===== config.mk =====
export PLATFORM = sky130hd
export DESIGN_NAME = grouped_sort_and_rank_core
export DESIGN_NICKNAME = d
export VERILOG_FILES = /design/src/hw/rtl/gsr_pkg.sv /design/src/hw/rtl/gsr_ram.sv /design/src/hw/rtl/gsr_ranker.sv /design/src/hw/rtl/grouped_sort_and_rank_core.sv
export SDC_FILE = /design/constraint.sdc
export NUM_CORES = 2
export LEC_CHECK = 0
export BUFFER_PORTS_ARGS = -buffer_cell sky130_fd_sc_hd__buf_2
export CORE_MARGIN = 1.5
export CORE_UTILIZATION = 40
export CTS_CLUSTER_SIZE = 30
export DETAILED_ROUTE_END_ITERATION = 8
export HOLD_SLACK_MARGIN = 0.1
export PLACE_DENSITY = 0.66
export SLEW_MARGIN = 10
export SYNTH_ARGS = -nofsm -noshare
export SYNTH_HDL_FRONTEND = slang
export SYNTH_SLANG_ARGS = --single-unit
export TNS_END_PERCENT = 50

===== constraint.sdc =====
create_clock -name i_clk -period 5.3 [get_ports i_clk]
set_input_delay 0.53 -clock i_clk [delete_from_list [all_inputs] [get_ports i_clk]]
set_output_delay 0.53 -clock i_clk [all_outputs]
set_load 0.005 [all_outputs]

===== src/hw/rtl/gsr_pkg.sv =====
`default_nettype none
package gsr_pkg;

    localparam int MAX_ROWS = 64;
    localparam int ADDR_W   = $clog2(MAX_ROWS);
    localparam int CNT_W    = $clog2(MAX_ROWS + 1);
    localparam int ROW_W    = 51;
    localparam int RANK_W   = 8;

    localparam logic [2:0] CFG_ASCENDING = 3'd0;
    localparam logic [2:0] CFG_USE_STAT  = 3'd1;
    localparam logic [2:0] CFG_USE_CAT   = 3'd2;
    localparam logic [2:0] CFG_RANK_EN   = 3'd3;
    localparam logic [2:0] CFG_KEEP_NEG  = 3'd4;

    localparam logic [1:0] CLASS_NONCOMP = 2'd1;
    localparam logic [1:0] CLASS_NEG     = 2'd2;

    typedef struct packed {
        logic [5:0]         tag;
        logic [1:0]         rclass;
        logic signed [31:0] score;
        logic [2:0]         status;
        logic [7:0]         category;
    } t_row;

    typedef struct packed {
        logic ascending;
        logic use_status;
        logic use_category;
        logic rank_enable;
        logic keep_negative;
    } t_cfg;

    function automatic logic goes_after(t_row a, t_row b, t_cfg c);
        logic r;
        if (c.use_category && a.category != b.category) begin
            r = a.category > b.category;
        end else if (c.use_status && a.status != b.status) begin
            r = a.status > b.status;
        end else if (c.ascending) begin
            r = a.score > b.score;
        end else begin
            r = a.score < b.score;
        end
        return r;
    endfunction

    function automatic logic key_equal(t_row a, t_row b, t_cfg c);
        return (!c.use_category || a.category == b.category) &&
               (!c.use_status || a.status == b.status) && (a.score == b.score);
    endfunction

endpackage
`default_nettype wire


===== src/hw/rtl/gsr_ram.sv =====
`default_nettype none
module gsr_ram #(
    parameter int WIDTH = 8,
    parameter int DEPTH = 64
) (
    input  wire logic                     i_clk,
    input  wire logic                     i_we,
    input  wire logic [$clog2(DEPTH)-1:0] i_waddr,
    input  wire logic [WIDTH-1:0]         i_wdata,
    input  wire logic [$clog2(DEPTH)-1:0] i_raddr,
    output logic      [WIDTH-1:0]         o_rdata
);
    logic [WIDTH-1:0] r_mem [DEPTH];

    always_ff @(posedge i_clk) begin
        if (i_we) begin
            r_mem[i_waddr] <= i_wdata;
        end
        o_rdata <= r_mem[i_raddr];
    end
endmodule
`default_nettype wire


===== src/hw/rtl/gsr_ranker.sv =====
`default_nettype none
module gsr_ranker
    import gsr_pkg::*;
(
    input  wire logic              i_clk,
    input  wire logic              i_rst_n,
    input  wire logic              i_clear,
    input  wire logic              i_step,
    input  wire t_row              i_row,
    input  wire t_cfg              i_cfg,
    output logic [RANK_W-1:0]      o_rank,
    output logic                   o_ranked
);
    logic               r_started, n_started;
    logic [7:0]         r_cur_cat, n_cur_cat;
    logic signed [31:0] r_cur_val, n_cur_val;
    logic [RANK_W-1:0]  r_cur_rank, n_cur_rank;
    logic [RANK_W-1:0]  r_step, n_step;
    logic               pass;
    logic [7:0]         cat;
    logic [RANK_W-1:0]  rank_now;
    logic [RANK_W-1:0]  step_now;

    always_comb begin
        pass = (i_row.rclass == CLASS_NONCOMP) ||
               (i_cfg.keep_negative && i_row.rclass == CLASS_NEG);
        cat  = i_cfg.use_category ? i_row.category : 8'd0;
        n_started  = r_started;
        n_cur_cat  = r_cur_cat;
        n_cur_val  = r_cur_val;
        n_cur_rank = r_cur_rank;
        n_step     = r_step;
        rank_now   = r_cur_rank;
        step_now   = r_step;
        o_rank     = '0;
        o_ranked   = 1'b0;
        if (i_cfg.rank_enable && !pass) begin
            if (!r_started || cat != r_cur_cat) begin
                rank_now = RANK_W'(1);
                step_now = RANK_W'(1);
            end else if (i_row.score == r_cur_val) begin
                rank_now = r_cur_rank - r_step;
                step_now = r_step + RANK_W'(1);
            end else begin
                step_now = RANK_W'(1);
            end
            o_rank   = (i_cfg.use_status && i_row.status != 3'd0) ? '1 : rank_now;
            o_ranked = 1'b1;
            n_started  = 1'b1;
            n_cur_cat  = cat;
            n_cur_val  = i_row.score;
            n_cur_rank = rank_now + step_now;
            n_step     = step_now;
        end
    end

    always_ff @(posedge i_clk) begin
        if (!i_rst_n || i_clear) begin
            r_started <= 1'b0;
        end else if (i_step) begin
            r_started <= n_started;
        end
        if (i_step) begin
            r_cur_cat  <= n_cur_cat;
            r_cur_val  <= n_cur_val;
            r_cur_rank <= n_cur_rank;
            r_step     <= n_step;
        end
    end
endmodule
`default_nettype wire


===== src/hw/rtl/grouped_sort_and_rank_core.sv =====
`default_nettype none
// Rows enter on the slave stream, one item per cycle, and are written into a
// 64-entry row memory. The item with tlast set ends the data set; a row that
// arrives while 64 rows are stored is dropped, but its tlast still counts.
// The block then stops taking items and finds each row's sorted position by
// comparing it with every stored row, one memory read per cycle; the positions
// fill an order memory. Rows then leave on the master stream in sorted order
// with their rank; each result item reads its index from the order memory,
// then its row from the row memory, and is ranked into the output register;
// a stalled receiver simply holds the item in the output register.
// After the final item (master tlast) the block takes input again.
// Configuration is to be written through the plain write port only while idle; the block itself does not enforce this.
// Reset empties the row store and sets the configuration to its defaults.
module grouped_sort_and_rank_core
    import gsr_pkg::*;
(
    input  wire logic        i_clk,
    input  wire logic        i_rst_n,
    input  wire logic        i_cfg_wr_en,
    input  wire logic [2:0]  i_cfg_index,
    input  wire logic [0:0]  i_cfg_data,
    input  wire logic        s_axis_tvalid,
    output logic             s_axis_tready,
    // category_number, status_code, score_value, rank_class, row_tag, 5 zero bits
    input  wire logic [55:0] s_axis_tdata,
    input  wire logic        s_axis_tlast,
    output logic             m_axis_tvalid,
    input  wire logic        m_axis_tready,
    // out_tag, out_category, out_status, out_score, out_rank, out_ranked, 6 zero bits
    output logic [63:0]      m_axis_tdata,
    output logic             m_axis_tlast
);
    localparam logic [3:0] S_LOAD   = 4'd0;
    localparam logic [3:0] S_FETCH  = 4'd1;
    localparam logic [3:0] S_LATCH  = 4'd2;
    localparam logic [3:0] S_SCAN   = 4'd3;
    localparam logic [3:0] S_DRAIN  = 4'd4;
    localparam logic [3:0] S_WR     = 4'd5;
    localparam logic [3:0] S_OFETCH = 4'd6;
    localparam logic [3:0] S_OWAIT1 = 4'd7;
    localparam logic [3:0] S_OWAIT2 = 4'd8;
    localparam logic [3:0] S_OSEND  = 4'd9;

    logic [3:0]       r_state;
    t_cfg             r_cfg;
    logic [CNT_W-1:0] r_cnt, r_n, r_i, r_j, r_pos, r_k;
    logic [ADDR_W-1:0] r_jd;
    logic             r_dv;
    t_row             r_row_i;
    logic [57:0]      r_out;
    logic             r_out_last;

    logic              row_we;
    logic [ADDR_W-1:0] row_raddr;
    t_row              row_rdata;
    logic [ROW_W-1:0]  row_rbits;
    logic [ADDR_W-1:0] ord_rdata;
    logic              in_acc, full;
    t_row              in_row;
    logic [RANK_W-1:0] rank;
    logic              ranked;

    assign in_acc = s_axis_tvalid && s_axis_tready;
    assign full   = (r_cnt == CNT_W'(MAX_ROWS));
    assign row_we = in_acc && !full;
    assign in_row = t_row'(s_axis_tdata[ROW_W-1:0]);
    assign row_rdata = t_row'(row_rbits);

    assign s_axis_tready = (r_state == S_LOAD);
    assign m_axis_tvalid = (r_state == S_OSEND);
    assign m_axis_tdata  = {6'd0, r_out};
    assign m_axis_tlast  = r_out_last;

    always_comb begin
        unique case (r_state)
            S_FETCH:  row_raddr = r_i[ADDR_W-1:0];
            S_SCAN:   row_raddr = r_j[ADDR_W-1:0];
            default:  row_raddr = ord_rdata;
        endcase
    end

    gsr_ram #(.WIDTH(ROW_W), .DEPTH(MAX_ROWS)) u_rows (
        .i_clk   (i_clk),
        .i_we    (row_we),
        .i_waddr (r_cnt[ADDR_W-1:0]),
        .i_wdata (ROW_W'(in_row)),
        .i_raddr (row_raddr),
        .o_rdata (row_rbits)
    );

    gsr_ram #(.WIDTH(ADDR_W), .DEPTH(MAX_ROWS)) u_order (
        .i_clk   (i_clk),
        .i_we    (r_state == S_WR),
        .i_waddr (r_pos[ADDR_W-1:0]),
        .i_wdata (r_i[ADDR_W-1:0]),
        .i_raddr (r_k[ADDR_W-1:0]),
        .o_rdata (ord_rdata)
    );

    gsr_ranker u_ranker (
        .i_clk    (i_clk),
        .i_rst_n  (i_rst_n),
        .i_clear  (r_state == S_FETCH),
        .i_step   (r_state == S_OWAIT2),
        .i_row    (row_rdata),
        .i_cfg    (r_cfg),
        .o_rank   (rank),
        .o_ranked (ranked)
    );

    always_ff @(posedge i_clk) begin
        if (!i_rst_n) begin
            r_state <= S_LOAD;
            r_cnt   <= '0;
            r_dv    <= 1'b0;
            r_cfg   <= '{ascending: 1'b1, use_status: 1'b1, use_category: 1'b1,
                         rank_enable: 1'b1, keep_negative: 1'b0};
        end else begin
            if (i_cfg_wr_en) begin
                unique case (i_cfg_index)
                    CFG_ASCENDING: r_cfg.ascending     <= i_cfg_data[0];
                    CFG_USE_STAT:  r_cfg.use_status    <= i_cfg_data[0];
                    CFG_USE_CAT:   r_cfg.use_category  <= i_cfg_data[0];
                    CFG_RANK_EN:   r_cfg.rank_enable   <= i_cfg_data[0];
                    CFG_KEEP_NEG:  r_cfg.keep_negative <= i_cfg_data[0];
                    default: ;
                endcase
            end
            r_dv <= (r_state == S_SCAN) && (r_j < r_n);
            r_jd <= r_j[ADDR_W-1:0];
            if (r_dv) begin
                if (goes_after(r_row_i, row_rdata, r_cfg) ||
                    (key_equal(r_row_i, row_rdata, r_cfg) &&
                     CNT_W'(r_jd) < r_i)) begin
                    r_pos <= r_pos + CNT_W'(1);
                end
            end
            unique case (r_state)
                S_LOAD: begin
                    if (in_acc) begin
                        if (!full) begin
                            r_cnt <= r_cnt + CNT_W'(1);
                        end
                        if (s_axis_tlast) begin
                            r_n     <= full ? r_cnt : r_cnt + CNT_W'(1);
                            r_i     <= '0;
                            r_state <= S_FETCH;
                        end
                    end
                end
                S_FETCH: r_state <= S_LATCH;
                S_LATCH: begin
                    r_row_i <= row_rdata;
                    r_j     <= '0;
                    r_pos   <= '0;
                    r_state <= S_SCAN;
                end
                S_SCAN: begin
                    if (r_j < r_n) begin
                        r_j <= r_j + CNT_W'(1);
                    end else begin
                        r_state <= S_DRAIN;
                    end
                end
                S_DRAIN: r_state <= S_WR;
                S_WR: begin
                    r_i <= r_i + CNT_W'(1);
                    if (r_i + CNT_W'(1) == r_n) begin
                        r_k     <= '0;
                        r_state <= S_OFETCH;
                    end else begin
                        r_state <= S_FETCH;
                    end
                end
                S_OFETCH: r_state <= S_OWAIT1;
                S_OWAIT1: r_state <= S_OWAIT2;
                S_OWAIT2: begin
                    r_out <= {ranked, rank, row_rdata.score, row_rdata.status,
                              row_rdata.category, row_rdata.tag};
                    r_out_last <= (r_k + CNT_W'(1) == r_n);
                    r_state    <= S_OSEND;
                end
                S_OSEND: begin
                    if (m_axis_tready) begin
                        r_k <= r_k + CNT_W'(1);
                        if (r_out_last) begin
                            r_cnt   <= '0;
                            r_state <= S_LOAD;
                        end else begin
                            r_state <= S_OFETCH;
                        end
                    end
                end
                default: r_state <= S_LOAD;
            endcase
        end
    end
endmodule
`default_nettype wire


After elaboration in Yosys (flattened, before gate mapping)
Memory sizes are Yosys's and may differ from the RTL's. A register that Yosys moved wholly into a read port is not among the register bits.
Index checks and enable logic that the tools add are counted.

word-level totals
  memories kept = 2
  memory bits (writable) = 3,648
  input port bits = 66
  bits in registers = 217
  word-level logic and storage cells = 161

memory list
  name           words  width  read ports  clocked after memory_dff  write ports  line           source
  u_rows.r_mem   64     51     1           1                         1            gsr_ram.sv:13  logic [WIDTH-1:0] r_mem [DEPTH];
  u_order.r_mem  64     6      1           1                         1            gsr_ram.sv:13

cells by class
  $add $sub $neg = 8
  reduce and logical (&&, ||, !) cells = 47
  eq/ne operators = 32
  $lt $le $gt $ge = 6
  multiplexer cells = 41

operators by type and width
  kind                                                                   count
  7-bit two-way mux                                                      11
  32-bit equality test                                                   2
  8-bit two-way mux                                                      8
  7-bit one-hot mux with 2 select lines                                  4
  4-bit one-hot mux with 10 select lines                                 1
  7-bit by 1-bit adder with 7-bit output, second input constant          5
  32-bit greater-than comparator                                         1
  32-bit less-than comparator                                            1
  4-bit AND reduction                                                    5
  4-bit by 3-bit equality test with 1-bit output, second input constant  4
  4-bit two-way mux                                                      4
  8-bit != test                                                          2
  2-bit AND reduction                                                    8
  7-bit equality test                                                    2
  6-bit one-hot mux with 2 select lines                                  1
  2-bit nonzero test                                                     6
  1-bit logical AND                                                      11
  1-bit two-way mux                                                      10
  2-bit by 1-bit != test with 1-bit output, second input constant        5
  8-bit by 1-bit adder with 8-bit output, second input constant          1
  8-bit adder                                                            1
  4-bit by 2-bit equality test with 1-bit output, second input constant  2
  4-bit equality test, second input constant                             2
  8-bit equality test                                                    1
  other kinds (22)                                                       36

Longest topological paths before layout
  depth after elaboration = 9
  gate-level depth with buffers = 17
  mapped depth without buffers = 16

Modules after synthesis
A second synthesis with hierarchy kept.

unflattened totals
  cells, all modules = 6,784
  area, all modules = 150,747.1 um2

by module, submodules not included
  module                      instances  cells an instance  area an instance (um2)  seq. area each (um2)
  gsr_ram at u_rows           1          5,186              124,619.5               99,035.0
  gsr_ram at u_order          1          720                15,225.9                11,651.2
  grouped_sort_and_rank_core  1          595                7,568.5                 4,604.4
  gsr_ranker                  1          283                3,333.2                 1,701.6

Worst setup path after synthesis
Ideal clock, no wire load.

  path kind = register to register
  from = register r_state[1]
  to = memory u_rows.r_mem[59][0] (netlist bit) (enable)
  library setup time = 460 ps
  slack = 652 ps
  data arrival time = 4,188 ps
  clock period less this slack = 4,648 ps
  path buffers = 2
  cell stages (with the launch flop) = 8
  required time = 4,840 ps
  cell sequence = dfxtp_1 > buf_2 > buf_1 > nor4_1 > nand2_1 > nor3_1 > nand3_1 > nor2_1

on the way
  word-level cells in the longest chain between the ends = 5

RTL lines
  element                                  line                               source
  from (decl)                              grouped_sort_and_rank_core.sv:44   logic [3:0] r_state;
  from (signal assigned)                   grouped_sort_and_rank_core.sv:113  r_state <= S_LOAD;
  from (signal assigned)                   grouped_sort_and_rank_core.sv:147  r_state <= S_FETCH;
  from (signal assigned)                   grouped_sort_and_rank_core.sv:151  S_FETCH: r_state <= S_LATCH;
  4-bit zero test                          grouped_sort_and_rank_core.sv:69   assign s_axis_tready = (r_state == S_LOAD);
  net s_axis_tready                        grouped_sort_and_rank_core.sv:23   output logic s_axis_tready,
  1-bit logical AND                        grouped_sort_and_rank_core.sv:63   assign in_acc = s_axis_tvalid && s_axis_tready;
  1-bit logical AND                        grouped_sort_and_rank_core.sv:65   assign row_we = in_acc && !full;
  1-bit two-way mux                        gsr_ram.sv:16                      if (i_we) begin
  1-bit two-way mux (not written as such)  gsr_ram.sv:17                      r_mem[i_waddr] <= i_wdata;
  to (decl)                                gsr_ram.sv:13

The timed path passes the listed nets, and every way through them passes these cells.

Worst setup path after layout
  from = register r_state[0]
  to = register u_rows.o_rdata[33] (read register of u_rows.r_mem)

on the way
  word-level cells in the longest chain between the ends = 2
  elaborated cells between the ends (all ways) = 3
  classes of those cells = 2 x eq/ne; 1 x mux

RTL lines
  element                                                                                                                  line                              source
  4-bit by 2-bit equality test with 1-bit output / 4-bit by 1-bit equality test with 1-bit output (equally long branches)  grouped_sort_and_rank_core.sv:75  unique case (r_state)
  6-bit one-hot mux with 2 select lines (*)                                                                                grouped_sort_and_rank_core.sv:75
  to (decl)                                                                                                                gsr_ram.sv:11                     output logic [WIDTH-1:0] o_rdata

Mark *: on every way between the ends. The rest lies on a longest branch, timed or not.
A chain may end at the register's enable or synchronous reset.

==> flow_summary.ini <==
[synthesis]
mean_instance_size_in_the_synthesized_netlist_um2 = 20.9
synth_warnings = 0
dominantRegCellSynth = sky130_fd_sc_hd__edfxtp_1
synth_top_cell_area_share_pct = 76.6
ys_ff_latch = 3921
yosysMostFrequentCell = sky130_fd_sc_hd__edfxtp_1
ys_top_cells_by_count = sky130_fd_sc_hd__edfxtp_1, sky130_fd_sc_hd__mux4_2, sky130_fd_sc_hd__a22oi_1
synth.distinct_cells = 71
synthesis.instances = 7217
post-synth-top-area-cell = sky130_fd_sc_hd__edfxtp_1
synth-async-reset-ratio_pct = 0
synth.yosys.seq_area_share_pct = 77.6
post_synth_instance_area_mm2 = 0.151
synth_edf_count = 3846
synth.top_cells.by_area = sky130_fd_sc_hd__edfxtp_1, sky130_fd_sc_hd__mux4_2, sky130_fd_sc_hd__a22oi_1

[timing]
holdWs_ps = 191
totalNegativeSetupSlack_ps = 0
clock_skew_ps = 53.6
timing.final.setup_violations = 0
timing.max_slew.rel_slack_pct = 13.1
grt_setup_unrepaired = false
timing_worst_slew_pin_value_ps = 1300
timing_hold_violations_final = 0
period_share_pct = 89.8
final.min_clock_period_ps = 4760
f_max_ghz = 0.210
final_max_slew_viol_count = 0
layout_setup_ws_ps = 542

[placement]
gp_congestion = 0.850
port_buffers = 121
pre_cts_slack_ps = 631
placement.cell_area_mm2 = 0.161
placed_cells = 12300
dp.final_hpwl_um = 231000

[detailed_routing]
drc = 0
dr.pass1.iters = 6
detail_route.vias_per_cell = 6.03
num_vias = 78600
initialDrtViolationCount = 11000
postRouteAntennaNets = 0
drt-total-wl_um = 408000
route.detailed.wl_per_inst_um = 31.3

[global_route]
gr-usage-all-layers_pct = 21.1
grt.overflow.total = 0
grt_antenna_before_repair = 47
grt_pass1_vias = 77700
grt_pass1_wl_um = 576000
grt_start_max_net_pins = 72

[layout]
finish.instance_area_mm2 = 0.173
fin_nets = 7855
instances_no_fill = 13000
flow.area_growth_from_synthesis_pct = 14.9
post_route_cells_drive_above_1_share_pct = 24.8
post-route-util_pct = 46.1

[setup_path]
criticalPathCategory = flop to flop
setup.worst_path.start_class = flop
crit_path_max_fanout = 31
endpoint_kind = flop
cp.required_ps = 6000
critical_path_arrival_ps = 5460

[cts]
tritoncts = yes
h-tree-depth = 5
clk_pin_slew_ps = 60
cts_made_buffers = 389
insertion_delay_ps = 980
clkSinkCount = 3921
postCtsSetupRepairBufs = 0
root_buffer = sky130_fd_sc_hd__clkbuf_16
max-clock-path-buffers = 4

[die]
num_rows = 225
num_io_pins = 133
chipHeight_um = 617
placeable_core_region_mm2 = 0.376
start_util_pct = 40.2
die_area_mm2 = 0.381
die_width_um = 617

[power_and_ir_drop]
cellPowerDensity_mw_per_mm2 = 387
leakage_nw = 54.1
post-layout-total-power_mw = 67.0
vdd_drop_max_uv = 345

[flow_run]
drv_cap = 0

[min_path]
worst_hold_path_type = input pin to flop

[status]
status = completed
[state kept, by name, summed over array words and instances (netlist names), 8 cells and up]
| signal | flops |
|---|---|
| r_out | 58 |
| u_rows.r_mem | 3264 |
| u_ranker.r_step | 8 |
| u_ranker.r_cur_rank | 8 |
| u_rows.o_rdata | 51 |
| r_row_i | 43 |
| u_order.r_mem | 384 |
| u_ranker.r_cur_val | 32 |
| u_ranker.r_cur_cat | 8 |
[worst paths after layout]
| check | start | end | slack, ps | cells after the start |
|---|---|---|---|---|
| setup reg to reg | r_state[0] | u_rows.o_rdata[33] | 540 | 10 |
| hold reg to reg | u_rows.o_rdata[49] | r_out[4] | 410 | 0 |
| hold / removal | s_axis_tlast | r_n[5] | 190 | 2 |
| setup / recovery | r_state[0] | u_rows.o_rdata[33] | 540 | 10 |
[worst max-delay path, cell delays in order (launching register included)]
cell	delay (ps)
sky130_fd_sc_hd__dfxtp_1	660
sky130_fd_sc_hd__nor3b_4	310
sky130_fd_sc_hd__buf_4	270
sky130_fd_sc_hd__mux2i_4	850
sky130_fd_sc_hd__buf_12	330
sky130_fd_sc_hd__buf_12	310
sky130_fd_sc_hd__buf_12	250
sky130_fd_sc_hd__mux4_2	520
sky130_fd_sc_hd__a22oi_1	190
sky130_fd_sc_hd__nand3_1	200
sky130_fd_sc_hd__and4_1	490
[placed cells by master, fill, tap and decap left out, drive strengths merged, types with 29 or more instances in the layout]
cell    Yosys  routed
a31oi      55      55
ha         75      75
nand2     299     299
edfxtp   3846    3846
dfxtp      75      75
clkinv      0     171
nand3     263     263
inv        85      95
nor2      204     204
clkbuf    194     485
a22oi     361     361
and4       31      31
buf       205     480
o21ai      61      61
a21oi      81      81
mux4      857     857
nand4      35      35
mux2i      48      48
bufinv      0      29
xnor2      72      72
a221oi     53      53
[layer usage]
layer	vias up	track usage, %	share of wire [%]
met2	4709	33.8	48
met4	24	6.42	3.3
met5	-	0	0.095
li1	31300	-	-
met3	807	4.33	11
met1	41800	29.0	39
[logic make-up after synthesis]
| logic type | synth area share, % |
|---|---|
| and+or+nand+nor | 3.09 |
| other | 0.00249 |
| adders and majority gates | 0.649 |
| muxes | 13.2 |
| xor gates and xnor gates | 0.564 |
| DFF | 77.6 |
| buffers and inverters | 1.38 |
| AOI/OAI and AO/OA | 3.57 |
[cell type report]
type | instances | area (µm²)
antenna | 14 | 35.0
clock buffer | 485 | 10400
clock inverter | 224 | 2100
fill | 30700 | 202000
inverter | 85 | 319
multi-input combinational | 2817 | 32400
sequential | 3921 | 117000
tap | 4994 | 6250
timing repair buffer | 498 | 4730
[power breakdown]
group	internal, mW	leakage (nW)	switching (mW)
Clock	15.3	6.07	11.6
Sequential	34.4	35.2	0.379
Combinational	2.00	12.8	3.26
[repair_timing]
action,in CTS,in global routing
gates resized for setup,0,0
hold buffers,17,1
endpoints found under the hold margin,9,13
setup endpoints to repair,0,0
Power figures use the tool's default switching activity.
